[config.mk]
export PLATFORM = sky130hd
export DESIGN_NAME = window_motor_request_arbiter
export DESIGN_NICKNAME = d
export VERILOG_FILES = /design/src/rtl/core/wmra_pkg.sv /design/src/rtl/core/wmra_cfg_regs.sv /design/src/rtl/core/wmra_arbiter.sv /design/src/rtl/core/window_motor_request_arbiter.sv
export SDC_FILE = /design/constraint.sdc
export NUM_CORES = 1
export LEC_CHECK = 0
export BUFFER_PORTS_ARGS = -buffer_cell sky130_fd_sc_hd__buf_2
export CAP_MARGIN = 10
export CORE_ASPECT_RATIO = 1.4
export CORE_MARGIN = 4
export CORE_UTILIZATION = 40
export DETAILED_ROUTE_END_ITERATION = 7
export PLACE_DENSITY = 0.68
export REMOVE_ABC_BUFFERS = 1
export SETUP_SLACK_MARGIN = 0.4
export SLEW_MARGIN = 20
export SYNTH_ARGS = -nofsm -noshare
export SYNTH_HDL_FRONTEND = slang
export SYNTH_SLANG_ARGS = --single-unit
[constraint.sdc]
create_clock -name clk -period 4.7 [get_ports clk]
set_input_delay 0.705 -clock clk [delete_from_list [all_inputs] [get_ports clk]]
set_output_delay 0.705 -clock clk [all_outputs]
set_load 0.005 [all_outputs]
[src/rtl/core/wmra_pkg.sv]
// Package for the window motor request arbiter.
// Holds the word types, command and register codes and the flag layout.
// Has no dependencies; every module of the block imports it.
package wmra_pkg;

  localparam int unsigned MaskWidth = 16;

  // Constants used by reset values and the recent-stop compare.
  localparam logic [MaskWidth-1:0] ALL_ONES   = 16'hFFFF;
  localparam logic [MaskWidth:0]   RECENT_GAP = 17'd2;

  // Event codes carried in the cmd field of an input word.
  typedef enum logic [3:0] {
    CMD_SET_UP    = 4'd0,
    CMD_CLR_UP    = 4'd1,
    CMD_SET_DN    = 4'd2,
    CMD_CLR_DN    = 4'd3,
    CMD_SET_STOP  = 4'd4,
    CMD_CLR_STOP  = 4'd5,
    CMD_LOAD_DLY  = 4'd6,
    CMD_TICK      = 4'd7,
    CMD_TASK      = 4'd8
  } cmd_t;

  // Configuration register indexes.
  typedef enum logic [2:0] {
    CFG_VALID_UP   = 3'd0,
    CFG_VALID_DN   = 3'd1,
    CFG_VALID_STOP = 3'd2,
    CFG_DELAY_MAX  = 3'd3,
    CFG_DIR_SWAP   = 3'd4
  } cfg_idx_t;

  // Bits of the hall action pulse field.
  localparam int unsigned ActReload = 0;
  localparam int unsigned ActSoft   = 1;
  localparam int unsigned ActBlock  = 2;
  localparam int unsigned ActDnCnt  = 3;
  localparam int unsigned ActUpCnt  = 4;
  localparam int unsigned ActBuf    = 5;

  typedef struct packed {
    logic [3:0]           cmd;
    logic [MaskWidth-1:0] request_bits;
    logic [MaskWidth-1:0] delay_value;
    logic                 relay_stuck;
    logic [MaskWidth-1:0] hall_position;
  } in_item_t;

  typedef struct packed {
    logic                 relay_a;
    logic                 relay_b;
    logic [2:0]           drive_flags;
    logic                 motor_running;
    logic                 moving_up;
    logic                 previous_up;
    logic [MaskWidth-1:0] delay_left;
    logic                 delay_recent;
    logic [MaskWidth-1:0] stop_position;
    logic [MaskWidth-1:0] stop_cause;
    logic [5:0]           hall_actions;
    logic [MaskWidth-1:0] active_request;
  } out_item_t;

  // Configuration values as seen by the arbiter.
  typedef struct packed {
    logic [MaskWidth-1:0] valid_up_mask;
    logic [MaskWidth-1:0] valid_down_mask;
    logic [MaskWidth-1:0] valid_stop_mask;
    logic [MaskWidth-1:0] stop_delay_max;
    logic                 direction_swap;
  } cfg_t;

  // Motor flag register layout.
  typedef struct packed {
    logic prev_up;
    logic up;
    logic run;
    logic stopped;
    logic opening;
    logic closing;
  } motor_flags_t;

endpackage

[src/rtl/core/wmra_cfg_regs.sv]
// Configuration register file of the window motor request arbiter.
// Depends on wmra_pkg for the register codes and the cfg_t bundle.
module wmra_cfg_regs import wmra_pkg::*; (
  input  logic        clk,
  input  logic        rst,
  input  logic        wr_en,
  input  logic [2:0]  wr_index,
  input  logic [15:0] wr_data,
  output cfg_t        cfg
);

  // Registers take a word on a completed write; unknown indexes are dropped.
  always_ff @(posedge clk) begin
    if (rst) begin
      cfg.valid_up_mask   <= ALL_ONES;
      cfg.valid_down_mask <= ALL_ONES;
      cfg.valid_stop_mask <= ALL_ONES;
      cfg.stop_delay_max  <= '0;
      cfg.direction_swap  <= 1'b0;
    end else if (wr_en) begin
      case (wr_index)
        CFG_VALID_UP:   cfg.valid_up_mask   <= wr_data;
        CFG_VALID_DN:   cfg.valid_down_mask <= wr_data;
        CFG_VALID_STOP: cfg.valid_stop_mask <= wr_data;
        CFG_DELAY_MAX:  cfg.stop_delay_max  <= wr_data;
        CFG_DIR_SWAP:   cfg.direction_swap  <= wr_data[0];
        default: ;
      endcase
    end
  end

endmodule

[src/rtl/core/wmra_arbiter.sv]
// Request masks, stop delay and motor state of the window motor arbiter.
// Applies one event per enabled cycle and forms the result word from the
// updated state. Depends on wmra_pkg.
module wmra_arbiter import wmra_pkg::*; (
  input  logic      clk,
  input  logic      rst,
  input  logic      advance,
  input  in_item_t  item,
  input  cfg_t      cfg,
  output out_item_t res
);

  logic [15:0]  up_requests, down_requests, stop_requests;
  logic [15:0]  stop_delay, captured_position;
  motor_flags_t motor_flags;
  logic [1:0]   relay_pins;

  logic [15:0]  up_requests_next, down_requests_next, stop_requests_next;
  logic [15:0]  stop_delay_next, captured_position_next;
  motor_flags_t motor_flags_next;
  logic [1:0]   relay_pins_next;
  logic [5:0]   pulses;

  logic [15:0]  up_m, dn_m, st_m;
  logic         win_up, win_dn, go_dir;

  // Masked requests and the priority compare for a task.
  assign up_m   = up_requests & cfg.valid_up_mask;
  assign dn_m   = down_requests & cfg.valid_down_mask;
  assign st_m   = stop_requests & cfg.valid_stop_mask;
  assign win_up = (up_m > dn_m) && (up_m > st_m);
  assign win_dn = !(up_m > dn_m) && (dn_m > st_m);
  assign go_dir = win_up;

  // Next state for the current event.
  always_comb begin
    up_requests_next       = up_requests;
    down_requests_next     = down_requests;
    stop_requests_next     = stop_requests;
    stop_delay_next        = stop_delay;
    captured_position_next = captured_position;
    motor_flags_next       = motor_flags;
    relay_pins_next        = relay_pins;
    pulses                 = '0;
    case (item.cmd)
      CMD_SET_UP:   up_requests_next   = up_requests | item.request_bits;
      CMD_CLR_UP:   up_requests_next   = up_requests & ~item.request_bits;
      CMD_SET_DN:   down_requests_next = down_requests | item.request_bits;
      CMD_CLR_DN:   down_requests_next = down_requests & ~item.request_bits;
      CMD_SET_STOP: stop_requests_next = stop_requests | item.request_bits;
      CMD_CLR_STOP: stop_requests_next = stop_requests & ~item.request_bits;
      CMD_LOAD_DLY: begin
        stop_delay_next = (item.delay_value < cfg.stop_delay_max) ?
                          item.delay_value : cfg.stop_delay_max;
      end
      CMD_TICK: begin
        if (stop_delay != '0) begin
          stop_delay_next = stop_delay - 16'd1;
        end
      end
      CMD_TASK: begin
        if (!item.relay_stuck) begin
          up_requests_next   = up_m;
          down_requests_next = dn_m;
          stop_requests_next = st_m;
          if (win_up || win_dn) begin
            // A start is locked out while the delay runs.
            if (stop_delay == '0) begin
              pulses[ActBlock] = 1'b1;
              pulses[ActBuf]   = 1'b1;
              if (go_dir) begin
                pulses[ActDnCnt] = 1'b1;
              end else begin
                pulses[ActUpCnt] = 1'b1;
              end
              motor_flags_next.closing = go_dir;
              motor_flags_next.opening = !go_dir;
              motor_flags_next.stopped = 1'b0;
              motor_flags_next.up      = go_dir;
              motor_flags_next.run     = 1'b1;
              // Relay B carries up when swapped, down otherwise.
              relay_pins_next = ((cfg.direction_swap ? go_dir : !go_dir)) ?
                                2'b10 : 2'b01;
              if (!motor_flags.run) begin
                pulses[ActReload] = 1'b1;
                pulses[ActSoft]   = 1'b1;
              end
            end
          end else begin
            // Stop: a run that ends reloads the lockout and records itself.
            motor_flags_next.closing = 1'b0;
            motor_flags_next.opening = 1'b0;
            motor_flags_next.stopped = 1'b1;
            relay_pins_next          = 2'b00;
            pulses[ActReload]        = 1'b1;
            if (motor_flags.run) begin
              stop_delay_next          = cfg.stop_delay_max;
              motor_flags_next.run     = 1'b0;
              captured_position_next   = item.hall_position;
              motor_flags_next.prev_up = motor_flags.up;
            end
          end
        end
      end
      default: ;
    endcase
  end

  // State registers.
  always_ff @(posedge clk) begin
    if (rst) begin
      up_requests       <= '0;
      down_requests     <= '0;
      stop_requests     <= '0;
      stop_delay        <= '0;
      captured_position <= '0;
      motor_flags       <= '0;
      relay_pins        <= '0;
    end else if (advance) begin
      up_requests       <= up_requests_next;
      down_requests     <= down_requests_next;
      stop_requests     <= stop_requests_next;
      stop_delay        <= stop_delay_next;
      captured_position <= captured_position_next;
      motor_flags       <= motor_flags_next;
      relay_pins        <= relay_pins_next;
    end
  end

  // Result word from the updated state.
  always_comb begin
    res.relay_a        = relay_pins_next[0];
    res.relay_b        = relay_pins_next[1];
    res.drive_flags    = {motor_flags_next.stopped, motor_flags_next.opening,
                          motor_flags_next.closing};
    res.motor_running  = motor_flags_next.run;
    res.moving_up      = motor_flags_next.up;
    res.previous_up    = motor_flags_next.prev_up;
    res.delay_left     = stop_delay_next;
    res.delay_recent   = {1'b0, cfg.stop_delay_max} >=
                         ({1'b0, stop_delay_next} + RECENT_GAP);
    res.stop_position  = captured_position_next;
    res.stop_cause     = stop_requests_next;
    res.hall_actions   = pulses;
    res.active_request = up_requests_next;
  end

  // The run flag and a driven relay always go together.
  a_run_pins: assert property (@(posedge clk) disable iff (rst)
    motor_flags.run == (relay_pins != 2'b00))
    else $error("run flag and relay pins disagree");

  // Both relays are never driven at once.
  a_pins_excl: assert property (@(posedge clk) disable iff (rst)
    relay_pins != 2'b11)
    else $error("both relays driven");

  // A running motor is either closing or opening, never both.
  a_run_dir: assert property (@(posedge clk) disable iff (rst)
    motor_flags.run |-> $onehot({motor_flags.closing, motor_flags.opening}))
    else $error("running without a single direction flag");

  // State moves only when a word is processed.
  a_hold: assert property (@(posedge clk) disable iff (rst)
    !advance |=> $stable(stop_delay) && $stable(up_requests))
    else $error("state changed without a word");

endmodule

[src/rtl/core/window_motor_request_arbiter.sv]
// Top level of the window motor request arbiter: input register, arbiter
// state and result register. Depends on wmra_pkg, wmra_cfg_regs, wmra_arbiter.
//
//   channel  | handshake                   | payload
//   ---------+-----------------------------+-------------------------------
//   item     | item_valid / item_stall     | item   (in_item_t)
//   result   | result_valid / result_stall | result (out_item_t)
//   config   | cfg_valid / cfg_ready       | cfg_index, cfg_data
//
// Each word gives exactly one result word; result_valid rises once it has
// passed the input and result registers. One word per cycle is sustained
// while result_stall is low; the arbiter state is registered as a word
// moves on. Reset (rst, synchronous) clears masks, delay, flags and relays
// and loads the configuration defaults. A stalled result holds the result
// register; the input register fills and item_stall rises once it is full.
module window_motor_request_arbiter import wmra_pkg::*; (
  input  logic        clk,
  input  logic        rst,
  input  logic        item_valid,
  output logic        item_stall,
  input  in_item_t    item,
  output logic        result_valid,
  input  logic        result_stall,
  output out_item_t   result,
  input  logic        cfg_valid,
  output logic        cfg_ready,
  input  logic [2:0]  cfg_index,
  input  logic [15:0] cfg_data
);

  cfg_t      cfg;
  logic      s1_valid;
  in_item_t  s1_item;
  logic      s1_go;
  out_item_t core_res;

  assign cfg_ready = 1'b1;

  wmra_cfg_regs u_cfg (
    .clk      (clk),
    .rst      (rst),
    .wr_en    (cfg_valid && cfg_ready),
    .wr_index (cfg_index),
    .wr_data  (cfg_data),
    .cfg      (cfg)
  );

  // The input word moves on when the result register is free or drains.
  assign s1_go      = s1_valid && (!result_valid || !result_stall);
  assign item_stall = s1_valid && !s1_go;

  // Input register.
  always_ff @(posedge clk) begin
    if (rst) begin
      s1_valid <= 1'b0;
    end else if (!item_stall) begin
      s1_valid <= item_valid;
    end
  end

  always_ff @(posedge clk) begin
    if (item_valid && !item_stall) begin
      s1_item <= item;
    end
  end

  wmra_arbiter u_arb (
    .clk     (clk),
    .rst     (rst),
    .advance (s1_go),
    .item    (s1_item),
    .cfg     (cfg),
    .res     (core_res)
  );

  // Result register.
  always_ff @(posedge clk) begin
    if (rst) begin
      result_valid <= 1'b0;
    end else if (s1_go) begin
      result_valid <= 1'b1;
    end else if (!result_stall) begin
      result_valid <= 1'b0;
    end
  end

  always_ff @(posedge clk) begin
    if (s1_go) begin
      result <= core_res;
    end
  end

endmodule
==> metrics.md, run 1 <==
| Metric | Value |
|---|---|
| Area post-placement | `17200 µm²` |
| Wire length on met2 | `approximately 24 mm` |
| Max_cap viols | `0` |
| Gr usage total | `22.6%` |
| Min-Delay Startpoint | `item[24]` |
| Unrepaired setup endpoints after global routing | `yes` |
| CTS max path bufs | `3` |
| DRT met1 WL | `17.7 mm` |
| WP data required | `5020 ps` |
| Final hold violations | `0` |
| Final nets | `roughly 2100` |
| Failing checks | `setup timing` |
| Detailed Route Iter0 Violations | `approximately 1000` |
| Post-route cell area | `18800 µm²` |
| Min Tclk post-route | `approximately 5000 ps` |
| Vias per inst | `5.50` |
| Number of synthesized flops with an enable pin | `131` |
| DP HPWL | `about 33 mm` |
| Core box area | `35900 µm²` |
| DR DRC count | `0` |
| Area Overhead vs Synth | `29.0%` |
| Synth top cells by count | `nand2_1, dfxtp_1, edfxtp_1, o21ai_0, nor2_1` |
| Status | `complete, but fails checks` |
| Yosys cell types | `92` |
| Area contributors post-synth | `edfxtp_1, dfxtp_1, nand2_1` |
| Setup tns final | `-352 ps` |
| Die area | `approximately 40000 µm²` |
| Die width | `169 µm` |
| DR WL met3 | `2.17 mm` |
| Overflow left after global routing | `0` |
| Reg-to-Reg End | `result[54]$_DFFE_PP_` |
| CP peak stage delay | `380 ps` |
| Flops & latches, synth | `286` |
| Site row count | `between 80 and 90` |
| Max_slew headroom | `between 20% and 30%` |
| Layout cell share with drive strength beyond 1 | `between 20% and 30%` |
| Fin. max-slew vios | `0` |
| Clock latency at the later pin of the worst-skew pair | `570 ps` |
| Worst min-delay path category | `in2reg` |
| Final ANT Viol Nets | `0` |
| WHS Endpoint | `s1_item[24]$_DFFE_PP_` |
| H-tree levels | `1` |
| CP max-delay cell | `a2111oi_1` |
| CTS Sinks | `286` |
| CTS buffer count | `28` |
| Initial antenna violation count | `3` |
| CTS tree | `done` |
| Initial Util | `40.6%` |
| Clk_skew | `17.3 ps` |
| VDD IR max | `238 µV` |
| Gpl congestion | `0.925` |
| Yosys top cell by area | `edfxtp_1` |
| Crit path DAT | `5370 ps` |
| CP startpoint kind | `flop` |
| Clk root buf | `clkbuf_16` |
| I/O Pins | `between 150 and 200` |
| Slew @ Worst Pin | `between 1000 and 1500 ps` |
| Worst reg-to-reg path cell count | `25` |
| Max frequency | `a little under 0.2 GHz` |
| Async set-reset flop share out of synthesis | `0%` |
| Die Y | `234 µm` |
| Final setup fails | `1` |
| Worst-path clk slew | `70 ps` |
| # port buffers | `around 160` |
| Mapped Area | `14600 µm²` |
| Ys Warns | `0` |
| Cell area power density | `between 300 and 400 nW/µm²` |
| Final Cycle Share | `107%` |
| Top FF cell, synth | `dfxtp_1` |
| Synthesized area per cell | `9.21 µm²` |
| Leakage Power | `just under 0.008 µW` |
| Reg2Reg Setup Slack | `-350 ps` |
| Worst Hold Depth | `1` |
| Most frequent cell after synthesis | `nand2_1` |
| Critical Path Fanout Max | `4` |
| Vias in the first global route | `13200` |
| Crit. End Element | `flop` |
| Synth top area share | `27.0%` |
| Fin worst setup slack | `-352 ps` |
| Max Used Layer | `met4` |
| Routed wire length | `46.5 mm` |
| FF-to-FF Start | `u_cfg.cfg[37]$_SDFFE_PP1P_` |
| Mapped Cells | `1582` |
| Total power | `6140 µW` |
| Post-DR wirelength/cell | `a little under 20 µm` |
| Largest net degree at the start of global routing | `94` |
| Vias | `roughly 13000` |
| Register area share after synthesis | `48.3%` |
| First-pass GRT wire length | `71.0 mm` |
| Drt pass-1 iters | `5` |
| Critical path type | `reg2reg` |
## placed cells by master, fill, tap and decap left out, types with 6 or more instances in the layout
| cell | netlist | routed |
|---|---|---|
| bufinv_16 | 0 | 7 |
| nor2b_1 | 23 | 22 |
| nand3b_1 | 36 | 36 |
| buf_4 | 2 | 218 |
| or3_1 | 6 | 6 |
| and2_1 | 22 | 13 |
| mux2i_1 | 16 | 16 |
| nand3_1 | 13 | 12 |
| inv_1 | 41 | 39 |
| nand2_2 | 0 | 7 |
| ha_1 | 73 | 56 |
| and3_1 | 8 | 8 |
| and2_4 | 1 | 8 |
| a21oi_1 | 103 | 99 |
| clkbuf_16 | 0 | 29 |
| a211o_1 | 19 | 19 |
| edfxtp_1 | 131 | 131 |
| dfxtp_1 | 155 | 149 |
| nor3_1 | 56 | 53 |
| nand2_1 | 322 | 314 |
| ha_4 | 0 | 15 |
| nand4_1 | 10 | 10 |
| buf_2 | 5 | 156 |
| nor2_1 | 121 | 120 |
| o21ai_0 | 123 | 118 |
| o21a_1 | 12 | 12 |
| mux2_2 | 18 | 18 |
| dfxtp_2 | 0 | 6 |
| nor4_1 | 9 | 7 |
| a211oi_1 | 31 | 28 |
| nand2b_1 | 6 | 6 |
| a21oi_2 | 2 | 6 |
| a21o_1 | 12 | 12 |
| xnor2_1 | 17 | 17 |
## area by class of cell
type	instances	area [µm²]
fillers	3325	17100
multi-input cells	1168	7450
flip-flops and latches	286	7040
repair buffers	380	2490
clock buffers	37	806
well taps	462	578
clock inverters	15	260
inverters	42	163
diodes	4	10.0
## metal layers
metal	vias to the layer above	track usage [%]
li1	6303	-
met1	6290	25.3
met2	433	41.7
met3	151	2.55
met4	0	12.5
met5	-	0
## state kept, by name, indices dropped and copies added, names as in the netlist
signal	flops
u_arb.up_requests	16
result_valid	1
u_arb.relay_pins	2
u_cfg.cfg	65
u_arb.stop_delay	16
result	78
u_arb.down_requests	16
u_arb.motor_flags	6
u_arb.captured_position	16
s1_item	53
u_arb.stop_requests	16
s1_valid	1
## critical path: cells and delay by family, from the launching register on
kind,cells,cell delay [ps]
AND/OR/NAND/NOR,7,1120
flip-flops,1,320
XOR/XNOR,1,90
buffers and inverters,2,220
adder cells (fa/ha/maj),3,670
AO/OA/AOI/OAI,12,2370
## kinds of logic after synthesis
family	count (synthesis)	share of synthesized area (%)
multiplexers	35	2.59
adder cells (fa/ha/maj)	74	6.34
AO/OA/AOI/OAI	366	16.0
AND/OR/NAND/NOR	670	21.9
XOR/XNOR	22	1.32
flip-flops	286	48.3
buffers and inverters	128	3.54
other	1	0.0257
## through the flow
step / util, % / worst slack [ps] / cells / hold WS (ps)
after floorplan: - / -2340 / 1496 / 431
after global placement: 48.0 / -477 / 2329 / 443
after detailed placement: 48.0 / -535 / 2329 / 454
after CTS: 51.7 / -347 / 2387 / 277
after global routing: 52.4 / -557 / 2393 / 284
final: 52.4 / -352 / 2394 / 304
## power by group
group | total, µW | leakage, µW | switching, µW | internal [µW]
sequential | 2770 | 0.00255 | 57.7 | 2710
combinational | 788 | 0.00473 | 449 | 339
clock | 2590 | 0.000519 | 1000 | 1590
## how the worst max path moves through the flow
| stage | start | endpoint | slack [ps] |
|---|---|---|---|
| finish | u_cfg.cfg[37]$_SDFFE_PP1P_ | result[54]$_DFFE_PP_ | -350 |
| global route | u_cfg.cfg[37]$_SDFFE_PP1P_ | result[54]$_DFFE_PP_ | -560 |
| CTS | u_arb.up_requests[13]$_SDFFE_PP0P_ | result[54]$_DFFE_PP_ | -350 |
| detailed placement | u_arb.up_requests[13]$_SDFFE_PP0P_ | result[54]$_DFFE_PP_ | -530 |
| global placement | u_arb.up_requests[4]$_SDFFE_PP0P_ | result[54]$_DFFE_PP_ | -480 |
| floorplan | s1_item[49]$_DFFE_PP_ | result[54]$_DFFE_PP_ | -2340 |
## repair_timing
action	CTS	global route
pin swaps	31	36
hold buffers	0	0
gates resized for setup	44	40
buffers inserted	6	3
cloned	0	0
endpoints found under the setup margin	1	1
No activity file was read; power rests on OpenSTA's default activity.
==> run 2: changes to the inputs <==
--- a/config.mk
+++ b/config.mk
@@ -18,3 +18,4 @@
 export SYNTH_ARGS = -nofsm -noshare
 export SYNTH_HDL_FRONTEND = slang
+export SYNTH_HIERARCHICAL = 1
 export SYNTH_SLANG_ARGS = --single-unit
==> constraint.sdc (replaced) <==
create_clock -name clk -period 4.7 [get_ports clk]
set_input_delay 0.705 -clock clk [delete_from_list [all_inputs] [get_ports clk]]
set_output_delay 0.705 -clock clk [all_outputs]
set_load 0.01 [all_outputs]
==> run 2 against run 1 <==
Compared with the run above:
- the run still ends with setup timing left
- core utilization shrank 2.0 points
- area after synthesis grew 1.2%
- register-to-register slack gained 190 ps
- clock power shrank 7%
- critical path depth shrank 1
- first-iteration DRC count shrank 19%
- setup slack gained 190 ps
- non-clock buffer count shrank 44
- synthesized cell count shrank 5.2%
- global-route usage shrank 0.82 points
==> metrics.md, run 2 <==
| Metric | Value |
|---|---|
| Status | `complete, but fails checks` |
| Failing checks | `setup timing` |
| Yosys top cell by area | `edfxtp_1` |
| Detailed Route Iter0 Violations | `811 (-19%)` |
| Unrepaired setup endpoints after global routing | `yes` |
| Clk root buf | `clkbuf_16` |
| Synthesized area per cell | `9.84 µm² (+6.8%)` |
| Clock latency at the later pin of the worst-skew pair | `590 ps (+20 ps)` |
| Setup WS pre-CTS | `-296 ps (+239 ps)` |
| Final nets | `1939 (-5.7%)` |
| Placed cells | `2219 (-4.7%)` |
| H-tree levels | `1 (unchanged)` |
| Min Tclk post-route | `4870 ps (-185 ps)` |
| VDD IR max | `297 µV (+25%)` |
| Overflow left after global routing | `0 (unchanged)` |
| Switching Share | `26.2% (+1.7 points)` |
| Fin worst setup slack | `-166 ps (+185 ps)` |
| WP data required | `5000 ps (-20 ps)` |
| Max frequency | `0.205 GHz (+3.8%)` |
| CTS tree | `done` |
| Crit. End Element | `flop` |
| Area Overhead vs Synth | `24.8%` |
| Initial antenna violation count | `4 (+1)` |
| CTS buffer count | `29 (+3.6%)` |
| Top Registers | `result (79), u_cfg/cfg (65), s1_item (53)` |
| Yosys cell types | `97 (+5.4%)` |
| Leakage Power | `0.00735 µW (-5.7%)` |
| Sequential power share | `46.3% (+1.3 points)` |
| Gr usage total | `21.8% (-0.82 points)` |
| Psw | `1560 µW (+3.5%)` |
| Flops & latches, synth | `287 (+0.35%)` |
| Core box area | `36600 µm² (+1.8%)` |
| Most frequent cell after synthesis | `nand2_1` |
| Die area | `40100 µm² (+1.2%)` |
| I/O Pins | `159 (unchanged)` |
| Max_slew headroom | `25.5% (-3.4 points)` |
| Fin. max-slew vios | `0 (unchanged)` |
| Top FF cell, synth | `dfxtp_1` |
| Slew @ Worst Pin | `1110 ps (+50.6 ps)` |
| Cts hold-fix bufs | `0 (unchanged)` |
| Commonest non-fill, non-tap cell in the layout | `nand2_1` |
| Final setup fails | `1 (unchanged)` |
| Area post-placement | `17100 µm² (-0.97%)` |
| Vias per inst | `5.36 (-2.7%)` |
| Site row count | `83 (+1.2%)` |
| DR DRC count | `0 (unchanged)` |
| Mapped Cells | `1500 (-5.2%)` |
| Drt pass-1 iters | `5 (unchanged)` |
| Register area share after synthesis | `47.9% (-0.38 points)` |
| Vias in the first global route | `12400 (-6.3%)` |
| Post-route cell area | `18400 µm² (-2.1%)` |
| Combinational share of power | `13.2% (+0.4 points)` |
| Setup tns final | `-166 ps (+185 ps)` |
| CP startpoint kind | `flop` |
| P_int | `4390 µW (-5.2%)` |
| Final hold violations | `0 (unchanged)` |
| Initial Util | `40.4% (-0.23 points)` |
| Cell area power density | `323 nW/µm² (-0.99%)` |
| Async set-reset flop share out of synthesis | `0% (unchanged)` |
| First-pass GRT wire length | `69.0 mm (-2.9%)` |
| Synth top area share | `26.9% (-0.12 points)` |
| Area contributors post-synth | `edfxtp_1, dfxtp_1, ha_1` |
| CTS max path bufs | `3 (unchanged)` |
| Layout cell share with drive strength beyond 1 | `27.7% (-0.72 points)` |
| Critical path type | `reg2reg` |
| # port buffers | `157 (unchanged)` |
| Clk_skew | `29.7 ps (+12.4 ps)` |
| Vias | `12200 (-7.2%)` |
| Worst min-delay path category | `in2reg` |
| Final ANT Viol Nets | `0 (unchanged)` |
| Largest Register | `result` |
| Routed wire length | `45.2 mm (-2.8%)` |
| Reg2Reg Setup Slack | `-170 ps (+190 ps)` |
| Final Cycle Share | `104% (-3.9 points)` |
| Critical Path Fanout Max | `3 (-1)` |
| Die width | `170 µm (+0.58%)` |
| Clock share of power | `40.5% (-1.6 points)` |
| Worst-path clk slew | `70 ps (about the same)` |
| Post-DR wirelength/cell | `19.8 µm (+1.9%)` |
| Number of synthesized flops with an enable pin | `132 (+0.76%)` |
| Synth top cells by count | `nand2_1, dfxtp_1, nor2_1, edfxtp_1, a21oi_1` |
| Largest net degree at the start of global routing | `125 (+33%)` |
| Max_cap viols | `0 (unchanged)` |
| Most frequent cells in the layout | `nand2_1, buf_4, buf_2` |
| Mapped Area | `14800 µm² (+1.2%)` |
| CTS Sinks | `287 (+0.35%)` |
| DP HPWL | `32.6 mm (-0.60%)` |
| Crit path DAT | `5170 ps (-200 ps)` |
| Final Non-Filler Cells | `2283 (-4.6%)` |
| Ys Warns | `6 (+6)` |
| Gpl congestion | `0.949 (+2.7%)` |
| Max reg flops | `79 (+1.3%)` |
| Die Y | `235 µm (+0.59%)` |
-- run 2: worst paths after layout --
path	startpoint	endpoint	depth (start not counted)
setup / recovery	u_cfg/cfg[43]$_SDFFE_PP1P_	result[54]$_DFFE_PP_	24
hold / removal	item[10]	s1_item[10]$_DFFE_PP_	1
setup reg to reg	u_cfg/cfg[43]$_SDFFE_PP1P_	result[54]$_DFFE_PP_	24
hold reg to reg	u_arb/captured_position[1]$_SDFFE_PP0P_	u_arb/captured_position[1]$_SDFFE_PP0P_	2
-- run 2: worst max-delay path, stage by stage, from the launching register on --
cell,delay (ps)
dfxtp_2,330
nand2_1,80
buf_4,140
ha_1,260
nand2_1,100
o211ai_1,150
a221oi_4,310
nand4b_1,250
nand2_4,140
mux2i_4,270
mux2_4,330
a211oi_4,350
ha_4,260
inv_2,60
ha_4,190
o21a_1,100
o21a_1,160
o21a_1,160
o21a_1,160
o21a_1,160
o211ai_1,150
a31oi_1,120
o221ai_1,180
o2bb2ai_1,150
a31oi_1,60
-- run 2: per-stage QoR --
step | util (%) | total power [µW] | hold slack [ps]
6_report | 50.4 | 5950 | 290
5_1_grt | 50.4 | 6170 | 262
4_1_cts | 49.9 | 5980 | 263
3_5_place_dp | 46.7 | 3560 | 462
3_3_place_gp | 46.7 | 3560 | 454
2_1_floorplan | - | 3230 | 442
-- run 2: final cells by class --
| class | instances | area [µm²] |
|---|---|---|
| Multi-Input combinational cell | 1088 | 7400 |
| Inverter | 47 | 176 |
| Antenna cell | 4 | 10.0 |
| Clock inverter | 20 | 216 |
| Clock buffer | 34 | 774 |
| Fill cell | 3456 | 18100 |
| Sequential cell | 287 | 7080 |
| Tap cell | 467 | 584 |
| Timing Repair Buffer | 336 | 2170 |
-- run 2: cells by family after synthesis --
| group | Yosys count | synth area share, % |
|---|---|---|
| AOI/OAI and AO/OA | 333 | 14.5 |
| xor gates and xnor gates | 29 | 1.72 |
| adders and majority gates | 73 | 6.19 |
| buffers and inverters | 125 | 4.05 |
| DFF | 287 | 47.9 |
| muxes | 103 | 7.32 |
| other | 1 | 0.0254 |
| and+or+nand+nor | 549 | 18.3 |
-- run 2: power groups by stage --
stage | Sequential [µW] | Combinational [µW] | Clock, µW
3_5_place_dp | 2810 | 756 | 0
6_report | 2760 | 788 | 2410
2_1_floorplan | 2830 | 401 | 0
4_1_cts | 2750 | 765 | 2460
3_3_place_gp | 2810 | 749 | 0
5_1_grt | 2760 | 855 | 2560
-- run 2: what timing repair did --
item	4_1_cts	5_1_grt
pin swaps	19	19
hold endpoints to repair	0	0
setup endpoints to repair	1	1
setup buffers	0	6
gates resized for setup	37	27
gates cloned	0	0
-- run 2: routing by layer --
| metal | vias to the layer above | share of wire [%] | GRT usage, % |
|---|---|---|---|
| met5 | - | 0 | 0 |
| met4 | 0 | 5.5 | 11.1 |
| met3 | 129 | 4.3 | 2.35 |
| met2 | 349 | 52 | 40.0 |
| met1 | 5817 | 38 | 24.7 |
| li1 | 5933 | - | - |
==> run 3: changes to the inputs <==
- PLACE_DENSITY: 0.68 -> 0.66
- clock period: 4.7 -> 6.3 ns (I/O delays scaled with it)
==> run 3 against run 2 <==
Compared with the run above:
- the flow now finishes without violations
- sequential share of layout area rose by 3.4 points
- count of clock-buffer cells in the layout is 2 higher
- clock power down 25%
- sequential cell count did not move
- routed wire length decreased by 5.0%
- final cell count decreased by 7.1%
- worst hold slack improved by 180 ps
- via count is 4.9% lower
- die area unchanged
- first-iteration DRC count rose by 11%
- highest routed layer unchanged
==> metrics.md, run 3 (synthesis results as in run 2) <==
| Metric | Value |
|---|---|
| Status | `finished clean` |
| Clock latency at the later pin of the worst-skew pair | `580 ps (about the same)` |
| Worst Hold Depth | `2 (+1)` |
| First-pass GRT wire length | `66.2 mm (-4.0%)` |
| CTS buffer count | `29 (unchanged)` |
| Post_cts resized | `0 (-100%)` |
| Die area | `40100 µm² (unchanged)` |
| Initial antenna violation count | `0 (-4)` |
| Gpl congestion | `0.903 (-4.9%)` |
| DP HPWL | `29.8 mm (-8.5%)` |
| I/O Pins | `159 (unchanged)` |
| Unrepaired setup endpoints after global routing | `no` |
| Clk_skew | `28.0 ps (-1.72 ps)` |
| Vias per inst | `5.48 (+2.4%)` |
| Initial Util | `40.4% (unchanged)` |
| Reg2Reg Setup Slack | `840 ps (+1010 ps)` |
| Crit. End Element | `flop` |
| Max reg flops | `79 (unchanged)` |
| Ant. Diodes | `0 (-4)` |
| Die width | `170 µm (unchanged)` |
| Top Registers | `result (79), u_cfg/cfg (65), s1_item (53)` |
| Final ANT Viol Nets | `0 (unchanged)` |
| Fin. max-slew vios | `0 (unchanged)` |
| # port buffers | `157 (unchanged)` |
| Post-DR wirelength/cell | `20.3 µm (+2.3%)` |
| WHS Endpoint | `u_arb/captured_position[10]$_SDFFE_PP0P_` |
| Commonest non-fill, non-tap cell in the layout | `nand2_1` |
| Min-Delay Startpoint | `u_arb/captured_position[10]$_SDFFE_PP0P_` |
| Cell area power density | `258 nW/µm² (-20%)` |
| FF-to-FF Start | `u_arb/stop_requests[13]$_SDFFE_PP0P_` |
| Setup WS pre-CTS | `906 ps (+1200 ps)` |
| Site row count | `83 (unchanged)` |
| CTS Sinks | `287 (unchanged)` |
| Final nets | `1781 (-8.1%)` |
| CP startpoint kind | `flop` |
| VDD IR max | `186 µV (-37%)` |
| CTS max path bufs | `3 (unchanged)` |
| Drt pass-1 iters | `5 (unchanged)` |
| Area of the multi-input gates | `7140 µm² (-3.5%)` |
| Gr usage total | `20.9% (-0.89 points)` |
| Largest net degree at the start of global routing | `140 (+12%)` |
| Slew @ Worst Pin | `1160 ps (+42.5 ps)` |
| Worst min-delay path category | `reg2reg` |
| Final Cycle Share | `86.6% (-17 points)` |
| Largest Register | `result` |
| Worst-path clk slew | `60 ps (about the same)` |
| Critical path type | `reg2reg` |
| Vias | `11600 (-4.9%)` |
| Overflow left after global routing | `0 (unchanged)` |
| Layout cell share with drive strength beyond 1 | `17.2% (-10 points)` |
| Clk root buf | `clkbuf_16` |
| H-tree levels | `1 (unchanged)` |
| Max_slew headroom | `22.9% (-2.6 points)` |
| Register area | `7070 µm² (-0.18%)` |
| Fill count | `3487 (+0.90%)` |
| Fin worst setup slack | `844 ps (+1010 ps)` |
| Detailed Route Iter0 Violations | `899 (+11%)` |
| Max frequency | `0.183 GHz (-11%)` |
| Routed wire length | `43.0 mm (-5.0%)` |
| Min Tclk post-route | `5460 ps (+590 ps)` |
| Critical Path Fanout Max | `15 (+12)` |
| Vias in the first global route | `11800 (-5.1%)` |
| Leakage Power | `0.00649 µW (-12%)` |
| Crit path DAT | `5750 ps (+580 ps)` |
| DR DRC count | `0 (unchanged)` |
| Cts hold-fix bufs | `0 (unchanged)` |
| CTS tree | `done` |
| Setup Buffers After CTS | `0 (unchanged)` |
| Setup tns final | `0 ps (+166 ps)` |
| WP data required | `6590 ps (+1590 ps)` |
| Final setup fails | `0 (-1)` |
| Most frequent cells in the layout | `nand2_1, buf_2, dfxtp_1` |
| Area Overhead vs Synth | `14.6%` |
| Max_cap viols | `0 (unchanged)` |
| Die Y | `235 µm (unchanged)` |
| Reg-to-Reg End | `result[54]$_DFFE_PP_` |
| Worst reg-to-reg path cell count | `23 (-4.2%)` |
| Core box area | `36600 µm² (unchanged)` |
| Final hold violations | `0 (unchanged)` |
run 3: cell types whose count changed in the layout (fill, tap and decap cells not counted), moves of 6 or more:
cell     before  now
nand2_1     198  205
ha_1         65   73
dfxtp_2      10    0
and2_1       14   21
buf_4       174   21
and2_4        6    0
ha_4          8    0
nand2_2       7    0
dfxtp_1     145  155
run 3: where the power goes:
part	switching, µW	internal [µW]	leakage [µW]
logic	305	179	0.00347
clock network	742	1070	0.000477
registers	46.6	2020	0.00255
run 3: metrics by stage:
step | hold slack [ps] | power [µW] | util (%) | std cells | instance area [µm²]
6_report | 469 | 4360 | 46.2 | 2120 | 16900
5_1_grt | 488 | 4530 | 46.2 | 2120 | 16900
4_1_cts | 472 | 4400 | 46.2 | 2120 | 16900
3_5_place_dp | 461 | 2580 | 43.5 | 2067 | 15900
3_3_place_gp | 455 | 2570 | 43.5 | 2067 | 15900
2_1_floorplan | 442 | 2410 | - | 1422 | 14300
run 3: critical path, stage by stage, from the launching register on:
cell and delay, ps:
dfxtp_1 380, nand2_1 140, ha_1 370, nand4_1 160, nor4_2 320, o2111ai_1 180
o2111ai_1 130, nand2_1 170, mux2i_4 600, mux2_4 370, a211oi_4 360, ha_1 290
inv_1 60, ha_1 230, o21a_1 110, o21a_1 160, o21a_1 160, o21a_1 160
o21a_1 160, o211ai_1 160, a31oi_1 130, o221ai_1 200, o2bb2ai_1 140, a31oi_1 60
run 3: worst max path at each step:
stage,depth (start not counted),end,slack [ps],from
3_3_place_gp,23,result[54]$_DFFE_PP_,1030,u_arb/stop_requests[13]$_SDFFE_PP0P_
6_report,23,result[54]$_DFFE_PP_,840,u_arb/stop_requests[13]$_SDFFE_PP0P_
2_1_floorplan,4,u_arb/down_requests[0]$_SDFFE_PP0P_,-8530,result_stall
5_1_grt,20,result[54]$_DFFE_PP_,460,u_cfg/cfg[53]$_SDFFE_PP1P_
4_1_cts,23,result[54]$_DFFE_PP_,860,u_arb/stop_requests[13]$_SDFFE_PP0P_
3_5_place_dp,23,result[54]$_DFFE_PP_,910,u_arb/stop_requests[13]$_SDFFE_PP0P_
run 3: cell type report:
| class | count | share of cell area (%) |
|---|---|---|
| flip-flops and latches | 287 | 41.8 |
| multi-input cells | 1088 | 42.2 |
| inverters | 47 | 1.04 |
| clock inverters | 17 | 1.28 |
| well taps | 467 | 3.46 |
| repair buffers | 178 | 5.62 |
| clock buffers | 36 | 4.57 |
run 3: layer usage:
metal,vias up,part of all wire (%),GRT usage (%)
met4,0,3.9,8.77
li1,5605,-,-
met3,87,4.8,2.32
met5,-,0,0
met1,5574,39,24.9
met2,362,52,37.8
